$ cat config.mk
export PLATFORM = sky130hd
export DESIGN_NAME = keypad_bcd_setpoint_entry_unit_flat
export DESIGN_NICKNAME = d
export VERILOG_FILES = /design/src/rtl/kbse_pkg.sv /design/src/rtl/kbse_key_if.sv /design/src/rtl/kbse_result_if.sv /design/src/rtl/kbse_decode.sv /design/src/rtl/kbse_digits.sv /design/src/rtl/keypad_bcd_setpoint_entry_unit.sv /design/src/flat_wrapper.sv
export SDC_FILE = /design/constraint.sdc
export NUM_CORES = 1
export LEC_CHECK = 0
export ABC_AREA = 1
export BUFFER_PORTS_ARGS = -buffer_cell sky130_fd_sc_hd__buf_2
export CORE_AREA = 8 8 83 159
export CTS_BUF_LIST = sky130_fd_sc_hd__clkbuf_2 sky130_fd_sc_hd__clkbuf_4 sky130_fd_sc_hd__clkbuf_8
export DETAILED_ROUTE_END_ITERATION = 8
export DIE_AREA = 0 0 91 167
export GPL_TIMING_DRIVEN = 0
export PLACE_DENSITY = 0.6
export SYNTH_ARGS = -nofsm -noshare
export SYNTH_HDL_FRONTEND = slang
export SYNTH_SLANG_ARGS = --single-unit
$ cat constraint.sdc
create_clock -name clk -period 14.7 [get_ports clk]
set_clock_uncertainty 0.2 [all_clocks]
set_input_delay 4.41 -clock clk [delete_from_list [all_inputs] [get_ports clk]]
set_output_delay 4.41 -clock clk [all_outputs]
set_load 0.05 [all_outputs]
$ cat src/rtl/kbse_pkg.sv
// ----------------------------------------------------------------------------
// kbse_pkg: keypad BCD setpoint entry shared definitions
// Key codes, decoded command and result record used across the unit.
// ----------------------------------------------------------------------------
package kbse_pkg;

    localparam int KeyWidth   = 5;
    localparam int DigitWidth = 4;
    localparam int ValueWidth = 14;

    // Scanned key codes with a function of their own
    localparam logic [KeyWidth-1:0] KEY_INC    = 5'd3;
    localparam logic [KeyWidth-1:0] KEY_DEC    = 5'd7;
    localparam logic [KeyWidth-1:0] KEY_TOGGLE = 5'd11;
    localparam logic [KeyWidth-1:0] KEY_ZERO   = 5'd13;
    localparam logic [KeyWidth-1:0] KEY_APPLY  = 5'd15;

    localparam logic [DigitWidth-1:0] DIGIT_MAX      = 4'd9;
    localparam logic [DigitWidth-1:0] THOUSANDS_WRAP = 4'd5;
    localparam logic [DigitWidth-1:0] THOUSANDS_TOP  = 4'd4;

    typedef enum logic [2:0] {
        ACT_NONE,
        ACT_DIGIT,
        ACT_INC,
        ACT_DEC,
        ACT_TOGGLE,
        ACT_APPLY
    } kbse_action_t;

    typedef struct packed {
        kbse_action_t            action;
        logic [DigitWidth-1:0]   digit;
    } kbse_cmd_t;

    typedef struct packed {
        logic [DigitWidth-1:0]   thousands;
        logic [DigitWidth-1:0]   hundreds;
        logic [DigitWidth-1:0]   tens;
        logic [DigitWidth-1:0]   ones;
        logic                    capture;
        logic                    apply;
        logic [ValueWidth-1:0]   value;
    } kbse_result_t;

endpackage

$ cat src/rtl/kbse_key_if.sv
// ----------------------------------------------------------------------------
// kbse_key_if: key item channel
// Valid/ready channel that carries one scanned key code per item.
// ----------------------------------------------------------------------------
interface kbse_key_if
    import kbse_pkg::*;
();
    logic                valid;
    logic                ready;
    logic [KeyWidth-1:0] key_code;

    modport source (output valid, output key_code, input ready);
    modport sink   (input valid, input key_code, output ready);
endinterface

$ cat src/rtl/kbse_result_if.sv
// ----------------------------------------------------------------------------
// kbse_result_if: setpoint result channel
// Valid/ready channel that carries the digits, flag and DAC write per item.
// ----------------------------------------------------------------------------
interface kbse_result_if
    import kbse_pkg::*;
();
    logic                  valid;
    logic                  ready;
    logic [DigitWidth-1:0] digit_thousands;
    logic [DigitWidth-1:0] digit_hundreds;
    logic [DigitWidth-1:0] digit_tens;
    logic [DigitWidth-1:0] digit_ones;
    logic                  capture_enable;
    logic                  dac_write;
    logic [ValueWidth-1:0] dac_value;

    modport source (
        output valid, input ready,
        output digit_thousands, output digit_hundreds, output digit_tens,
        output digit_ones, output capture_enable, output dac_write, output dac_value
    );
    modport sink (
        input valid, output ready,
        input digit_thousands, input digit_hundreds, input digit_tens,
        input digit_ones, input capture_enable, input dac_write, input dac_value
    );
endinterface

$ cat src/rtl/kbse_decode.sv
// ----------------------------------------------------------------------------
// kbse_decode: key code decoder
// Map a scanned key code onto a command and the digit it enters.
// ----------------------------------------------------------------------------
module kbse_decode
    import kbse_pkg::*;
(
    input  logic [KeyWidth-1:0] key_code,
    output kbse_cmd_t           cmd
);

    always_comb
    begin
        cmd.action = ACT_NONE;
        cmd.digit  = '0;
        case (key_code)
            5'd0, 5'd1, 5'd2:
            begin
                cmd.action = ACT_DIGIT;
                cmd.digit  = DigitWidth'(key_code + 5'd1);
            end
            5'd4, 5'd5, 5'd6:
            begin
                cmd.action = ACT_DIGIT;
                cmd.digit  = key_code[DigitWidth-1:0];
            end
            5'd8, 5'd9, 5'd10:
            begin
                cmd.action = ACT_DIGIT;
                cmd.digit  = DigitWidth'(key_code - 5'd1);
            end
            KEY_ZERO:   cmd.action = ACT_DIGIT;
            KEY_INC:    cmd.action = ACT_INC;
            KEY_DEC:    cmd.action = ACT_DEC;
            KEY_TOGGLE: cmd.action = ACT_TOGGLE;
            KEY_APPLY:  cmd.action = ACT_APPLY;
            default:    cmd.action = ACT_NONE;
        endcase
    end

endmodule

$ cat src/rtl/kbse_digits.sv
// ----------------------------------------------------------------------------
// kbse_digits: setpoint digit store
// Hold the four digits and capture flag; apply one command per enable.
// ----------------------------------------------------------------------------
module kbse_digits
    import kbse_pkg::*;
(
    input  logic         clk,
    input  logic         rst_n,
    input  logic         en,
    input  kbse_cmd_t    cmd,
    output kbse_result_t result
);

    logic [DigitWidth-1:0] thousands_reg, hundreds_reg, tens_reg, ones_reg;
    logic [DigitWidth-1:0] thousands_next, hundreds_next, tens_next, ones_next;
    logic                  capture_reg, capture_next;

    // Carry and borrow chains: each digit moves only when every digit below wraps
    logic inc_c1, inc_c2, inc_c3;
    logic dec_b1, dec_b2, dec_b3;
    logic [DigitWidth-1:0] th_inc;

    assign inc_c1 = (ones_reg >= DIGIT_MAX);
    assign inc_c2 = inc_c1 && (tens_reg >= DIGIT_MAX);
    assign inc_c3 = inc_c2 && (hundreds_reg >= DIGIT_MAX);
    assign dec_b1 = (ones_reg == '0);
    assign dec_b2 = dec_b1 && (tens_reg == '0);
    assign dec_b3 = dec_b2 && (hundreds_reg == '0);
    assign th_inc = thousands_reg + 4'd1;

    always_comb
    begin
        thousands_next = thousands_reg;
        hundreds_next  = hundreds_reg;
        tens_next      = tens_reg;
        ones_next      = ones_reg;
        capture_next   = capture_reg;
        case (cmd.action)
            ACT_DIGIT:
            begin
                thousands_next = hundreds_reg;
                hundreds_next  = tens_reg;
                tens_next      = ones_reg;
                ones_next      = cmd.digit;
            end
            ACT_INC:
            begin
                ones_next = inc_c1 ? 4'd0 : ones_reg + 4'd1;
                if (inc_c1)
                begin
                    tens_next = inc_c2 ? 4'd0 : tens_reg + 4'd1;
                end
                if (inc_c2)
                begin
                    hundreds_next = inc_c3 ? 4'd0 : hundreds_reg + 4'd1;
                end
                if (inc_c3)
                begin
                    thousands_next = (th_inc >= THOUSANDS_WRAP) ? 4'd0 : th_inc;
                end
            end
            ACT_DEC:
            begin
                ones_next = dec_b1 ? DIGIT_MAX : ones_reg - 4'd1;
                if (dec_b1)
                begin
                    tens_next = dec_b2 ? DIGIT_MAX : tens_reg - 4'd1;
                end
                if (dec_b2)
                begin
                    hundreds_next = dec_b3 ? DIGIT_MAX : hundreds_reg - 4'd1;
                end
                if (dec_b3)
                begin
                    thousands_next = (thousands_reg == '0) ? THOUSANDS_TOP
                                                           : thousands_reg - 4'd1;
                end
            end
            ACT_TOGGLE: capture_next = ~capture_reg;
            default:    ;
        endcase
    end

    always_ff @(posedge clk or negedge rst_n)
    begin
        if (!rst_n)
        begin
            thousands_reg <= '0;
            hundreds_reg  <= '0;
            tens_reg      <= '0;
            ones_reg      <= '0;
            capture_reg   <= 1'b0;
        end
        else if (en)
        begin
            thousands_reg <= thousands_next;
            hundreds_reg  <= hundreds_next;
            tens_reg      <= tens_next;
            ones_reg      <= ones_next;
            capture_reg   <= capture_next;
        end
    end

    always_comb
    begin
        result.thousands = thousands_next;
        result.hundreds  = hundreds_next;
        result.tens      = tens_next;
        result.ones      = ones_next;
        result.capture   = capture_next;
        result.apply     = (cmd.action == ACT_APPLY);
        result.value     = ValueWidth'({10'd0, thousands_next} * 14'd1000)
                         + ValueWidth'({10'd0, hundreds_next} * 14'd100)
                         + ValueWidth'({10'd0, tens_next} * 14'd10)
                         + {10'd0, ones_next};
    end

endmodule

$ cat src/rtl/keypad_bcd_setpoint_entry_unit.sv
// ----------------------------------------------------------------------------
// keypad_bcd_setpoint_entry_unit: keypad setpoint entry top level
// Turn scanned key codes into a four-digit decimal setpoint, a capture flag
// and DAC write requests carrying the binary value of the setpoint.
// ----------------------------------------------------------------------------
//
//   channel   role      payload
//   -------   -------   ---------------------------------------------------
//   keys      sink      key_code (5b)
//   result    source    digit_thousands/hundreds/tens/ones (4b each),
//                       capture_enable, dac_write, dac_value (14b)
//
// Each key item passes through the key register, then through the decode and
// digit update into the result register.
// One item is accepted every cycle while the result side keeps taking items.
// Reset clears the digits, the capture flag and both valid flags.
// A stall on the result side holds the result register, then the key
// register, then drops keys.ready; nothing is lost or repeated.
// ----------------------------------------------------------------------------
module keypad_bcd_setpoint_entry_unit
    import kbse_pkg::*;
(
    input  logic                 clk,
    input  logic                 rst_n,
    kbse_key_if.sink             keys,
    kbse_result_if.source        result
);

    // Key register stage
    logic                key_valid_reg;
    logic [KeyWidth-1:0] key_code_reg;

    // Result register stage
    logic                out_valid_reg;
    kbse_result_t        out_reg;

    logic         out_free;
    logic         advance;
    kbse_cmd_t    cmd;
    kbse_result_t result_next;

    // Advance the key register into the result register when the result slot
    // is empty or is being taken this cycle.
    assign out_free   = !out_valid_reg || result.ready;
    assign advance    = key_valid_reg && out_free;
    assign keys.ready = !key_valid_reg || out_free;

    kbse_decode u_decode (
        .key_code (key_code_reg),
        .cmd      (cmd)
    );

    // Digit state commits only when its item moves into the result register,
    // so the order of state updates follows the order of items.
    kbse_digits u_digits (
        .clk    (clk),
        .rst_n  (rst_n),
        .en     (advance),
        .cmd    (cmd),
        .result (result_next)
    );

    always_ff @(posedge clk or negedge rst_n)
    begin
        if (!rst_n)
        begin
            key_valid_reg <= 1'b0;
            out_valid_reg <= 1'b0;
        end
        else
        begin
            if (keys.ready)
            begin
                key_valid_reg <= keys.valid;
            end
            if (out_free)
            begin
                out_valid_reg <= key_valid_reg;
            end
        end
    end

    // Payload registers: load only on a move, no reset needed
    always_ff @(posedge clk)
    begin
        if (keys.valid && keys.ready)
        begin
            key_code_reg <= keys.key_code;
        end
        if (advance)
        begin
            out_reg <= result_next;
        end
    end

    assign result.valid           = out_valid_reg;
    assign result.digit_thousands = out_reg.thousands;
    assign result.digit_hundreds  = out_reg.hundreds;
    assign result.digit_tens      = out_reg.tens;
    assign result.digit_ones      = out_reg.ones;
    assign result.capture_enable  = out_reg.capture;
    assign result.dac_write       = out_reg.apply;
    assign result.dac_value       = out_reg.value;

endmodule

$ cat src/flat_wrapper.sv
// flat-port wrapper written by rule: the top's interface ports become plain ports
module keypad_bcd_setpoint_entry_unit_flat import kbse_pkg::*;
  (clk, rst_n, keys_valid, keys_key_code, keys_ready, result_valid, result_ready, result_digit_thousands, result_digit_hundreds, result_digit_tens, result_digit_ones, result_capture_enable, result_dac_write, result_dac_value);
  kbse_key_if keys_i ();
  kbse_result_if result_i ();
  input  logic clk;
  input  logic rst_n;
  input wire logic [$bits(keys_i.valid)-1:0] keys_valid;
  input wire logic [$bits(keys_i.key_code)-1:0] keys_key_code;
  output wire logic [$bits(keys_i.ready)-1:0] keys_ready;
  output wire logic [$bits(result_i.valid)-1:0] result_valid;
  input wire logic [$bits(result_i.ready)-1:0] result_ready;
  output wire logic [$bits(result_i.digit_thousands)-1:0] result_digit_thousands;
  output wire logic [$bits(result_i.digit_hundreds)-1:0] result_digit_hundreds;
  output wire logic [$bits(result_i.digit_tens)-1:0] result_digit_tens;
  output wire logic [$bits(result_i.digit_ones)-1:0] result_digit_ones;
  output wire logic [$bits(result_i.capture_enable)-1:0] result_capture_enable;
  output wire logic [$bits(result_i.dac_write)-1:0] result_dac_write;
  output wire logic [$bits(result_i.dac_value)-1:0] result_dac_value;
  assign keys_i.valid = keys_valid;
  assign keys_i.key_code = keys_key_code;
  assign keys_ready = keys_i.ready;
  assign result_valid = result_i.valid;
  assign result_i.ready = result_ready;
  assign result_digit_thousands = result_i.digit_thousands;
  assign result_digit_hundreds = result_i.digit_hundreds;
  assign result_digit_tens = result_i.digit_tens;
  assign result_digit_ones = result_i.digit_ones;
  assign result_capture_enable = result_i.capture_enable;
  assign result_dac_write = result_i.dac_write;
  assign result_dac_value = result_i.dac_value;
  keypad_bcd_setpoint_entry_unit u_core (.clk(clk), .rst_n(rst_n), .keys(keys_i), .result(result_i));
endmodule
Word-level counts from Yosys, hierarchy flattened
Cells that the tools add are included.
{ "word_totals": {"register_bits": 56, "inputBits": 9, "out_inout_bits": 34, "elab_cells": 94} }
{ "classes": {"addsub": 13, "n_mul": 3, "magnitude_cmp": 4, "eq_ne": 18, "muxes": 21, "bitwise_logic": 1, "reduce_logical": 19} }
{ "op_table": {"columns": ["cell", "count"], "rows": [
  ["4-bit case mux with 3 select lines", 5],
  ["4-bit 2-to-1 mux", 14],
  ["5-bit by 4-bit == test with 1-bit output (second input constant)", 6],
  ["4-bit by 1-bit adder with 4-bit output (second input constant)", 5],
  ["5-bit by 3-bit == test with 1-bit output (second input constant)", 4],
  ["4-bit by 1-bit subtractor with 4-bit output (second input constant)", 5],
  ["4-bit logical NOT", 4],
  ["3-bit case mux with 5 select lines", 1],
  ["14-bit by 11-bit adder with 14-bit output", 1],
  ["14-bit by 4-bit adder with 14-bit output", 1],
  ["14-bit by 8-bit adder with 14-bit output", 1],
  ["4-bit greater-or-equal comparator (second input constant)", 3],
  ["4-bit by 7-bit multiplier with 11-bit output (second input constant)", 1],
  ["5-bit by 2-bit == test with 1-bit output (second input constant)", 2],
  ["10-bit OR reduction", 1],
  ["4-bit by 5-bit multiplier with 9-bit output (second input constant)", 1],
  ["3-bit OR reduction", 3],
  ["4-bit by 3-bit multiplier with 7-bit output (second input constant)", 1],
  ["3-bit by 2-bit == test with 1-bit output (second input constant)", 2],
  ["3-bit == test (second input constant)", 2],
  ["1-bit logical AND", 6],
  ["5-bit by 1-bit == test with 1-bit output (second input constant)", 1],
  ["5-bit logical NOT", 1],
  ["4-bit by 3-bit greater-or-equal comparator with 1-bit output (second input constant)", 1],
  ["other kinds (5)", 7]
]} }

Longest topological paths before layout
Gate-level depths: netlist of run 1.
{ "depth": {"word_depth": 10, "depth_mapped": 33, "ltp_nobuf": 33} }

Modules after synthesis
A second synthesis of run 1 with hierarchy kept.
{ "hier_totals": {"hier_cells": 555, "hier_area_um2": 4911.0} }
{ "modules_own_cells": {"columns": ["module", "instances", "cells_each", "area_per_inst_um2", "seq_area_each_um2"], "rows": [
  ["kbse_digits", 1, 469, 3482.1, 425.4],
  ["keypad_bcd_setpoint_entry_unit", 1, 49, 1206.2, 1161.1],
  ["kbse_decode", 1, 37, 222.7, 0.0]
]} }

Least setup slack after synthesis of run 1
OpenSTA, ideal clock, no wires.
{ "synth_timing": {"kind": "input -> output", "start": "input result_ready", "end": "output keys_ready", "arrival_time_ns": 4.870, "required_time_ns": 10.090, "slack_ns": 5.220, "path_stages": 2, "path_buffers": 0, "path_cell_list": "inv_1 nand3_1"} }
{ "synth_between": {"elab_chain_len": 2} }
{ "synth_rtl": {"columns": ["element", "line", "source"], "rows": [
  ["from (decl)", "flat_wrapper.sv:12", "input wire logic [$bits(result_i.ready)-1:0] result_ready;"],
  ["1-bit logical OR", "keypad_bcd_setpoint_entry_unit.sv:44", "assign out_free = !out_valid_reg || result.ready;"],
  ["1-bit logical OR", "keypad_bcd_setpoint_entry_unit.sv:46", "assign keys.ready = !key_valid_reg || out_free;"],
  ["to (decl)", "flat_wrapper.sv:10", "output wire logic [$bits(keys_i.ready)-1:0] keys_ready;"]
]} }
No other way between the ends.

Worst setup path in the final report of run 1
Ends and elaborated chain as after synthesis.

==> qor.yml, run 1 <==
die:
  floorplan.initialDensity: 0.437
  row_count: 55
  core_sq_um: 11100
  dieArea_sq_um: 15200
  die_y_um: 167
  floorplan.die.width_um: 91
  num_io_pins: 43
final_layout:
  nFillCells: 1131
  nets: 690
  area_delta_synth_final_pct: 10.4
  stdcell_count: 738
  stdcell_area_sq_um: 5380
  area_occupied_by_multi_input_gates_sq_um: 2940
  insertedDiodeCount: 0
  layout-drive-gt1-share: 0.158
  regArea_sq_um: 1560
  number_of_flip_flops_under_the_largest_register_name: 14
placed_design:
  input_output_buffers: 42
  gp_routability_congestion: 0.882
  place_area_sq_um: 5290
  detailed_place_hpwl_um: 8400
  dp_cells: 730
clock_network:
  post_cts_hold_buffer_count: 0
  cts.sink_count: 55
  cts_tree: "built"
  clock_network_latency_to_the_later_pin_of_the_worst_skew_pair_ps: 320
  clock_tree.htree_level_count: 2
  clockBufferDepth: 2
  postCtsResizedCells: 0
  cts_buffers: 5
  cts_root_buf: "sky130_fd_sc_hd__clkbuf_8"
  path_clk_slew_ps: 110
  post-cts-setup-buffers: 0
drt:
  postRouteWirelength_um: 10700
  drt-initial-drc-count: 183
  route.detailed.drc: 0
  detailroute.via_count: 3779
  average_via_count_per_standard_cell: 5.12
  detail_route.first_pass.iterations: 4
  detail-route-antenna-nets: 0
  wl_per_cell_um: 14.4
grt:
  vias_in_the_first_global_route: 3889
  globalRoute.totalOverflow: 0
  maximum_number_of_pins_on_one_net_before_global_route_repair: 34
  antenna_violations_before_repair: 0
  grt_usage: 0.147
  grt_pass1_wl_um: 18500
sta:
  clock.fmax_ghz: 0.105
  finalHoldViolCount: 0
  fin_tns_setup_ps: 0
  slew_margin_rel: 0.604
  rsz0062_at_grt: "false"
  worst_hold_slack_ps: 341
  max_slew.worst_pin.slew_ps: 589
  setup_viol_count_final: 0
  final-max-slew-violation-count: 0
  period_share: 0.646
  final_period_minus_worst_setup_slack_ps: 9500
yosys:
  synthesis.yosys.warnings: 0
  netlist_instances: 545
  post-synth-top-count-cell: "sky130_fd_sc_hd__nand2_1"
  synth_top_cells_by_area: "sky130_fd_sc_hd__edfxtp_1 (22%), sky130_fd_sc_hd__ha_1 (17%), sky130_fd_sc_hd__dfrtp_1 (9.8%)"
  yosysUniqueCellTypes: 47
  netlist.top_cell.by_area: "sky130_fd_sc_hd__edfxtp_1"
  synth-edff-count: 36
  synth.top_cell.area_share: 0.222
  synth.net_count: 640
  synth_area_sq_um: 4880
  synth_area_per_cell_sq_um: 8.95
  yosysSeqAreaShare: 0.319
  synth-seq-cells: 55
  ys_async_sr_fraction: 0.345
  ys.flop_type: "sky130_fd_sc_hd__edfxtp_1"
  synth.cells.most_frequent: "sky130_fd_sc_hd__nand2_1 (94), sky130_fd_sc_hd__inv_1 (72), sky130_fd_sc_hd__ha_1 (68)"
min_path:
  hold_path.class: "flip-flop to flip-flop"
  timing.hold.worst_path_depth: 2
worst_setup_path:
  cp_common_cell: "sky130_fd_sc_hd__buf_2"
  worstSetupStartpointType: "input pin"
  max_stage_delay_ps: 280
  timing.critical_path.required_ps: 10090
  worstRegToRegCells: 27
  critical_path_arrival_ps: 4890
  cp_cell_sequence: "buf_2 -> inv_1 -> nand3_1 -> buf_2"
  worstSetupPathDepth: 4
  timing.setup.critical_path_class: "input pin to output port"
  worst_path_dominant_cell_family: "buffers and inverters"
  critical_path_buf_inv_count: 3
  end_kind: "output port"
  cpMaxStageDelayCell: "sky130_fd_sc_hd__buf_2"
  ff2ff_setup_slack_ps: 8150
  worstPathMaxFanout: 3
outcome:
  status: "completed"
run:
  cap_viol_max_count: 0
-- layout by cell type (no fill, tap or decap), types with 3 or more instances in the layout --
cell type / instances
sky130_fd_sc_hd__xnor2_1: 5
sky130_fd_sc_hd__a31oi_1: 4
sky130_fd_sc_hd__inv_2: 8
sky130_fd_sc_hd__clkbuf_8: 5
sky130_fd_sc_hd__buf_4: 3
sky130_fd_sc_hd__o211ai_1: 5
sky130_fd_sc_hd__a21o_1: 3
sky130_fd_sc_hd__nor3_1: 7
sky130_fd_sc_hd__ha_1: 68
sky130_fd_sc_hd__fa_1: 18
sky130_fd_sc_hd__nand4_1: 10
sky130_fd_sc_hd__nand3_2: 3
sky130_fd_sc_hd__o21ai_1: 9
sky130_fd_sc_hd__o2111ai_1: 3
sky130_fd_sc_hd__clkbuf_2: 3
sky130_fd_sc_hd__edfxtp_1: 36
sky130_fd_sc_hd__xor2_1: 20
sky130_fd_sc_hd__buf_2: 42
sky130_fd_sc_hd__a21oi_1: 22
sky130_fd_sc_hd__nor4_1: 3
sky130_fd_sc_hd__nor2_1: 24
sky130_fd_sc_hd__nand3_1: 39
sky130_fd_sc_hd__inv_1: 72
sky130_fd_sc_hd__nand2_1: 94
sky130_fd_sc_hd__nand2_2: 3
sky130_fd_sc_hd__o21ai_0: 34
sky130_fd_sc_hd__dfrtp_1: 19
-- layer usage --
metal	track usage	part of all wire
met3	0.0261	0.042
met2	0.250	0.49
met1	0.179	0.45
met5	0	0
met4	0.0567	0.023
-- logic make-up (layout without fill, tap and decap cells) --
group	Yosys count	in the layout	share of synthesized area
flops	55	55	0.319
simple gates	194	194	0.187
xor+xnor	25	25	0.0449
compound gates	93	93	0.123
fa+ha+maj	86	86	0.248
buf+inv	92	143	0.0772
-- final cells by class --
| class | count | share of cell area |
|---|---|---|
| buffer | 9 | 0.0119 |
| clock buffer | 5 | 0.0128 |
| clock inverter | 3 | 0.00535 |
| inverter | 83 | 0.0583 |
| multi-input combinational | 398 | 0.547 |
| sequential | 55 | 0.289 |
| tap | 142 | 0.0330 |
| timing repair buffer | 43 | 0.0428 |
-- tightest hold or removal path, cell delays in order (launching register included) --
cell                      delay (ps)
sky130_fd_sc_hd__dfrtp_1         380
sky130_fd_sc_hd__nand2_1          70
sky130_fd_sc_hd__nand2_1          60
-- per-stage QoR --
| stage | worst slack, ps | utilization |
|---|---|---|
| 2_1_floorplan | 5220 | - |
| 3_3_place_gp | 5200 | 0.472 |
| 3_5_place_dp | 5190 | 0.474 |
| 4_1_cts | 5190 | 0.483 |
| 5_1_grt | 5160 | 0.483 |
| 6_report | 5200 | 0.483 |
-- worst paths after layout --
path                                                                     to                                    start
max in group asynchronous       u_core.u_digits.hundreds_reg[2]$_DFFE_PN0P_                                    rst_n
min in group asynchronous           u_core.u_digits.ones_reg[1]$_DFFE_PN0P_                                    rst_n
worst max register to register        u_core.result.dac_value[13]$_DFFE_PP_  u_core.u_digits.ones_reg[0]$_DFFE_PN0P_
worst min-delay path                        u_core.result.valid$_DFFE_PN0P_          u_core.result.valid$_DFFE_PN0P_
worst min register to register              u_core.result.valid$_DFFE_PN0P_          u_core.result.valid$_DFFE_PN0P_
worst max-delay path                                             keys_ready                             result_ready
Power of run 1 is not shown: default switching activity piles up to over one toggle a cycle in this logic, so the estimate is an artifact.
==> inputs of run 2 (changes only) <==
- ABC_AREA: 1 -> 0
- CORE_AREA: 8 8 83 159 -> 8 8 83 158
- DIE_AREA: 0 0 91 167 -> 0 0 91 166
- clock period: 14.7 -> 9.33 ns (I/O delays scaled with it)
==> qor.yml, run 2 <==
worst_setup_path:
  end_kind: "flip-flop"  # was output port
  timing.critical_path.required_ps: 9220  # was 10,090 ps
  critical_path_arrival_ps: 7470  # was 4890 ps
  worstSetupStartpointType: "flip-flop"  # was input pin
  critical_path_buf_inv_count: 4  # was 3
  timing.setup.critical_path_class: "flip-flop to flip-flop"  # was input pin to output port
  max_stage_delay_ps: 660  # was 280 ps
  worstPathMaxFanout: 8  # was 3
  cpMaxStageDelayCell: "sky130_fd_sc_hd__fa_1"  # was sky130_fd_sc_hd__buf_2
  cp_common_cell: "sky130_fd_sc_hd__ha_1"  # was sky130_fd_sc_hd__buf_2
  worst_path_dominant_cell_family: "adder cells"  # was buffers and inverters
placed_design:
  place_area_sq_um: 5260  # was 5290 sq um
  input_output_buffers: 42  # unchanged
  detailed_place_hpwl_um: 8210  # was 8400 um
  gp_routability_congestion: 0.903  # was 0.882
yosys:
  synthesis.yosys.warnings: 0  # unchanged
  synth.net_count: 589  # was 640
  synth_area_per_cell_sq_um: 9.81  # was 8.95 sq um
  synth-seq-cells: 55  # unchanged
  synth.top_cell.area_share: 0.223  # was 0.222
  netlist.top_cell.by_area: "sky130_fd_sc_hd__edfxtp_1"  # unchanged
  ys.flop_type: "sky130_fd_sc_hd__edfxtp_1"  # unchanged
  synth_area_sq_um: 4850  # was 4880 sq um
  synth-edff-count: 36  # unchanged
  ys_async_sr_fraction: 0.345  # unchanged
  netlist_instances: 494  # was 545
  yosysUniqueCellTypes: 67  # was 47
  yosysSeqAreaShare: 0.321  # was 0.319
  post-synth-top-count-cell: "sky130_fd_sc_hd__ha_1"  # was sky130_fd_sc_hd__nand2_1
  synth_top_cells_by_area: "sky130_fd_sc_hd__edfxtp_1 (22%), sky130_fd_sc_hd__ha_1 (18%), sky130_fd_sc_hd__dfrtp_1 (9.8%)"  # was sky130_fd_sc_hd__edfxtp_1 (22%), sky130_fd_sc_hd__ha_1 (17%), sky130_fd_sc_hd__dfrtp_1 (9.8%)
  synth.cells.most_frequent: "sky130_fd_sc_hd__ha_1 (68), sky130_fd_sc_hd__inv_1 (39), sky130_fd_sc_hd__nand2_1 (37)"  # was sky130_fd_sc_hd__nand2_1 (94), sky130_fd_sc_hd__inv_1 (72), sky130_fd_sc_hd__ha_1 (68)
final_layout:
  nFillCells: 1101  # was 1,131
  number_of_flip_flops_under_the_largest_register_name: 14  # unchanged
  nets: 639  # was 690
  layout.cells.most_common_list: "sky130_fd_sc_hd__ha_1 (68), sky130_fd_sc_hd__buf_2 (48), sky130_fd_sc_hd__inv_1 (39), sky130_fd_sc_hd__nand2_1 (37), sky130_fd_sc_hd__edfxtp_1 (36)"  # was sky130_fd_sc_hd__nand2_1 (94), sky130_fd_sc_hd__inv_1 (72), sky130_fd_sc_hd__ha_1 (68), sky130_fd_sc_hd__buf_2 (42), sky130_fd_sc_hd__nand3_1 (39)
  stdcell_area_sq_um: 5350  # was 5380 sq um
  mostFrequentLayoutCell: "sky130_fd_sc_hd__ha_1"  # was sky130_fd_sc_hd__nand2_1
  layout-drive-gt1-share: 0.141  # was 0.158
  area_delta_synth_final_pct: 10.3  # was 10.4%
  insertedDiodeCount: 0  # unchanged
sta:
  final-max-slew-violation-count: 0  # unchanged
  setup_viol_count_final: 0  # unchanged
  clock.fmax_ghz: 0.132
  slew_margin_rel: 0.466  # was 0.604
  max_slew.worst_pin.slew_ps: 796  # was 589 ps
  period_share: 0.812
  finalHoldViolCount: 0  # unchanged
  fin_tns_setup_ps: 0  # unchanged
  rsz0062_at_grt: "false"  # unchanged
  final_period_minus_worst_setup_slack_ps: 7580
die:
  row_count: 55  # unchanged
  floorplan.die.width_um: 91  # unchanged
  dieArea_sq_um: 15100  # was 15,200 sq um
  num_io_pins: 43  # unchanged
  core_sq_um: 11100  # unchanged
  floorplan.initialDensity: 0.435  # was 0.437
  die_y_um: 166  # was 167 um
run:
  cap_viol_max_count: 0  # unchanged
clock_network:
  postCtsResizedCells: 0  # unchanged
  post_cts_hold_buffer_count: 0  # unchanged
  cts_tree: "built"  # unchanged
  cts_buffers: 5  # unchanged
  path_clk_slew_ps: 120  # was 110 ps
  clock_tree.htree_level_count: 2  # unchanged
  cts_root_buf: "sky130_fd_sc_hd__clkbuf_8"  # unchanged
  clockBufferDepth: 2  # unchanged
  post-cts-setup-buffers: 0  # unchanged
  cts.sink_count: 55  # unchanged
  clock_network_latency_to_the_later_pin_of_the_worst_skew_pair_ps: 330  # was 320 ps
outcome:
  status: "completed"  # unchanged
drt:
  postRouteWirelength_um: 10700  # about the same
  route.detailed.drc: 0  # unchanged
  detail-route-antenna-nets: 0  # unchanged
  detailroute.via_count: 3790  # was 3,779
  detail_route.first_pass.iterations: 6  # was 4
  drt-initial-drc-count: 209  # was 183
  average_via_count_per_standard_cell: 5.52  # was 5.12
  wl_per_cell_um: 15.6  # was 14.4 um
grt:
  grt_usage: 0.145  # was 0.147
  use_met1: 0.188  # was 0.179
  grt_pass1_wl_um: 18300  # was 18,500 um
  globalRoute.totalOverflow: 0  # unchanged
  grt.met3_usage: 0.0276  # was 0.0261
  maximum_number_of_pins_on_one_net_before_global_route_repair: 32  # was 34
  top_usage_layer: "met2"  # unchanged
  vias_in_the_first_global_route: 3708  # was 3,889
  grt.met2_usage: 0.231  # was 0.250
  antenna_violations_before_repair: 0  # unchanged
min_path:
  hold_path.class: "flip-flop to flip-flop"  # unchanged
## run 2: cell families after synthesis
group | Yosys count | synth area share
simple gates | 153 | 0.164
compound gates | 113 | 0.161
buf+inv | 59 | 0.0495
flops | 55 | 0.321
mux | 7 | 0.0170
xor+xnor | 21 | 0.0379
fa+ha+maj | 86 | 0.250
## run 2: worst register-to-register path, delay by kind of cell (launching register included)
kind	cells	cell delay, ps
fa+ha+maj	7	2510
flops	1	490
buf+inv	4	820
simple gates	7	1590
xor+xnor	1	180
compound gates	6	1570
## run 2: through the flow
step	hold WS (ps)	std cells	utilization	worst slack, ps
CTS	303	687	0.480	1760
detailed placement	284	679	0.472	1830
finish	295	687	0.480	1750
floorplan	257	494	-	2880
global route	312	687	0.480	1300
global placement	274	678	0.470	1790
## run 2: final cells by class
type                            count  area (sq um)  area share
Multi-Input combinational cell    380          3050       0.570
Sequential cell                    55          1560       0.291
Timing Repair Buffer               43           230      0.0430
Tap cell                          142           178      0.0332
Inverter                           40           150      0.0281
Buffer                             19          91.3      0.0171
Clock buffer                        5          68.8      0.0129
Clock inverter                      3          23.8     0.00444
## run 2: routing by layer
metal  share of wire  vias up
met1            0.45     1776
met2            0.47      106
met5               0        -
li1                -     1888
met4           0.029        0
met3           0.048       20
## run 2: final timing paths
path | from | endpoint | slack [ps] | depth (start not counted)
setup / recovery | u_core.u_digits.tens_reg[0]$_DFFE_PN0P_ | u_core.result.dac_value[13]$_DFFE_PP_ | 1750 | 25
hold / removal | u_core.u_digits.capture_reg$_DFFE_PN0P_ | u_core.u_digits.capture_reg$_DFFE_PN0P_ | 290 | 1
setup reg to reg | u_core.u_digits.tens_reg[0]$_DFFE_PN0P_ | u_core.result.dac_value[13]$_DFFE_PP_ | 1750 | 25
hold reg to reg | u_core.u_digits.capture_reg$_DFFE_PN0P_ | u_core.u_digits.capture_reg$_DFFE_PN0P_ | 290 | 1
max in group asynchronous | rst_n | u_core.result.valid$_DFFE_PN0P_ | 6370 | 1
min in group asynchronous | rst_n | u_core.u_digits.hundreds_reg[2]$_DFFE_PN0P_ | 2220 | 1
Power of run 2 is left out for the same reason.
==> inputs of run 3 (changes only) <==
- ABC_AREA: 0 -> 1
- CORE_AREA: 8 8 83 158 -> 8 8 83 159
- DIE_AREA: 0 0 91 166 -> 0 0 91 167
- PLACE_DENSITY: 0.6 -> 0.62
- clock period: 9.33 -> 6.38 ns (I/O delays scaled with it)
==> qor.yml, run 3 (same netlist as run 1, synthesis figures left out) <==
clock_network:
  clock_tree.htree_level_count: 2  # unchanged
  cts_tree: "built"  # unchanged
  cts.sink_count: 55  # unchanged
  clock_network_latency_to_the_later_pin_of_the_worst_skew_pair_ps: 320  # was 330 ps
  cts_buffers: 5  # unchanged
  clockBufferDepth: 2  # unchanged
  cts_root_buf: "sky130_fd_sc_hd__clkbuf_8"  # unchanged
  path_clk_slew_ps: 110  # was 120 ps
sta:
  max_slew.worst_pin.slew_ps: 578  # was 796 ps
  setup_viol_count_final: 0  # unchanged
  slew_margin_rel: 0.611  # was 0.466
  rsz0062_at_grt: "false"  # unchanged
  clock.fmax_ghz: 0.166  # was 0.132 GHz
  final_period_minus_worst_setup_slack_ps: 6010  # was 7580 ps
  final-max-slew-violation-count: 0  # unchanged
  period_share: 0.942  # was 0.812
  finalHoldViolCount: 0  # unchanged
worst_setup_path:
  worstSetupStartpointType: "flip-flop"  # unchanged
  critical_path_buf_inv_count: 5  # was 4
  worstSetupPathDepth: 30  # was 25
  worstPathMaxFanout: 7  # was 8
  cpMaxStageDelayCell: "sky130_fd_sc_hd__fa_2"  # was sky130_fd_sc_hd__fa_1
  cp_common_cell: "sky130_fd_sc_hd__nand2_1"  # was sky130_fd_sc_hd__ha_1
  end_kind: "flip-flop"  # unchanged
  worstSetupStartpoint: "u_core.u_digits.ones_reg[0]$_DFFE_PN0P_"  # was u_core.u_digits.tens_reg[0]$_DFFE_PN0P_
  worstRegToRegCells: 30  # was 25
  ff2ff_setup_slack_ps: 370  # was 1750 ps
  timing.critical_path.to: "u_core.result.dac_value[13]$_DFFE_PP_"  # unchanged
  max_stage_delay_ps: 610  # was 660 ps
  timing.critical_path.required_ps: 6270  # was 9220 ps
  timing.rr.end: "u_core.result.dac_value[13]$_DFFE_PP_"  # unchanged
  timing.rr.start: "u_core.u_digits.ones_reg[0]$_DFFE_PN0P_"  # was u_core.u_digits.tens_reg[0]$_DFFE_PN0P_
  critical_path_arrival_ps: 5900  # was 7470 ps
  timing.setup.critical_path_class: "flip-flop to flip-flop"  # unchanged
  worst_path_dominant_cell_family: "adder cells"  # unchanged
drt:
  route.detailed.drc: 0  # unchanged
  postRouteWirelength_um: 10900  # was 10,700 um
  drt-initial-drc-count: 198  # was 209
  average_via_count_per_standard_cell: 5.14  # was 5.52
  detail-route-antenna-nets: 0  # unchanged
  route.top_layer_used: "met4"  # unchanged
  detailroute.via_count: 3822  # was 3,790
  detail_route.first_pass.iterations: 4  # was 6
  met2_length_um: 5410  # was 5050 um
  met3_wirelength_um: 345  # was 517 um
  m1WireLength_um: 4990  # was 4870 um
  wl_per_cell_um: 14.7  # was 15.6 um
grt:
  antenna_violations_before_repair: 0  # unchanged
  grt_pass1_wl_um: 18900  # was 18,300 um
  vias_in_the_first_global_route: 3883  # was 3,708
  globalRoute.totalOverflow: 0  # unchanged
  grt_usage: 0.149  # was 0.145
  maximum_number_of_pins_on_one_net_before_global_route_repair: 34  # was 32
final_layout:
  insertedDiodeCount: 0  # unchanged
  mostFrequentLayoutCell: "sky130_fd_sc_hd__nand2_1"  # was sky130_fd_sc_hd__ha_1
  layout.cells.most_common_list: "sky130_fd_sc_hd__nand2_1 (93), sky130_fd_sc_hd__ha_1 (66), sky130_fd_sc_hd__inv_1 (64), sky130_fd_sc_hd__buf_2 (42), sky130_fd_sc_hd__nand3_1 (39)"  # was sky130_fd_sc_hd__ha_1 (68), sky130_fd_sc_hd__buf_2 (48), sky130_fd_sc_hd__inv_1 (39), sky130_fd_sc_hd__nand2_1 (37), sky130_fd_sc_hd__edfxtp_1 (36)
  layout-drive-gt1-share: 0.199  # was 0.141
  nets: 696  # was 639
  area_delta_synth_final_pct: 12.4  # was 10.3%
  number_of_flip_flops_under_the_largest_register_name: 14  # unchanged
  stdcell_area_sq_um: 5480  # was 5350 sq um
outcome:
  status: "completed"  # unchanged
die:
  num_io_pins: 43  # unchanged
  row_count: 55  # unchanged
  floorplan.initialDensity: 0.437  # was 0.435
  core_sq_um: 11100  # unchanged
  floorplan.die.width_um: 91  # unchanged
  die_y_um: 167  # was 166 um
  dieArea_sq_um: 15200  # was 15,100 sq um
placed_design:
  detailed_place_hpwl_um: 8580  # was 8210 um
  gp_routability_congestion: 0.907  # was 0.903
  input_output_buffers: 42  # unchanged
  place_area_sq_um: 5290  # was 5260 sq um
run:
  cap_viol_max_count: 0  # unchanged
min_path:
  hold_path.startpoint: "u_core.result.valid$_DFFE_PN0P_"  # was u_core.u_digits.capture_reg$_DFFE_PN0P_
  hold_path.class: "flip-flop to flip-flop"  # unchanged
==> run 3: cell count changes in the layout (fill, tap and decap cells not counted), sizes merged, moves of 10 or more <==
cell,previous run,this run
nand2,37,98
nand3,16,43
a21oi,33,23
xor2,7,20
o21ai,24,43
inv,40,80
nor3,18,7
==> run 3: worst min-delay path by stage <==
stage / endpoint / slack (ps) / depth (start not counted)
after global routing: u_core.result.valid$_DFFE_PN0P_ / 390 / 2
after CTS: u_core.result.valid$_DFFE_PN0P_ / 350 / 2
after detailed placement: u_core.result.valid$_DFFE_PN0P_ / 320 / 2
after global placement: u_core.result.valid$_DFFE_PN0P_ / 320 / 2
final: u_core.result.valid$_DFFE_PN0P_ / 350 / 2
after floorplan: u_core.u_digits.tens_reg[3]$_DFFE_PN0P_ / 310 / 2
==> run 3: per-stage QoR <==
step           setup TNS, ps  instances   util  worst slack (ps)  hold slack [ps]
2_1_floorplan              0        545      -               615              310
3_3_place_gp            -123        729  0.472              -123              318
3_5_place_dp            -141        730  0.474              -141              321
4_1_cts                    0        738  0.484              24.0              350
5_1_grt                    0        744  0.492              11.9              387
6_report                   0        744  0.492               373              354
==> run 3: final cells by class <==
type                    count  area [sq um]
plain buffers               9          63.8
clock buffers               5          68.8
clock inverters             3          25.0
fillers                  1099          5670
inverters                  83           317
multi-input cells         398          2990
flip-flops and latches     55          1560
well taps                 142           178
repair buffers             49           275
==> run 3: worst register-to-register path, delay by kind of cell (launching register included) <==
family,cells,cell delay [ps]
simple gates,13,1360
xor+xnor,2,390
compound gates,4,640
buf+inv,5,430
fa+ha+maj,6,2280
flops,1,470
==> run 3: metal layers <==
| layer | vias to the layer above | track usage |
|---|---|---|
| met5 | - | 0 |
| met4 | 0 | 0.0459 |
| met3 | 10 | 0.0252 |
| met2 | 63 | 0.257 |
| met1 | 1776 | 0.182 |
| li1 | 1973 | - |
==> run 3: what timing repair did <==
item / CTS / global route
endpoints found under the setup margin: 1 / 3
buffers inserted: 0 / 6
hold buffers: 0 / 0
gates cloned: 0 / 0
gates resized for setup: 6 / 18
pin swaps: 0 / 4
Power of run 3 is left out for the same reason.
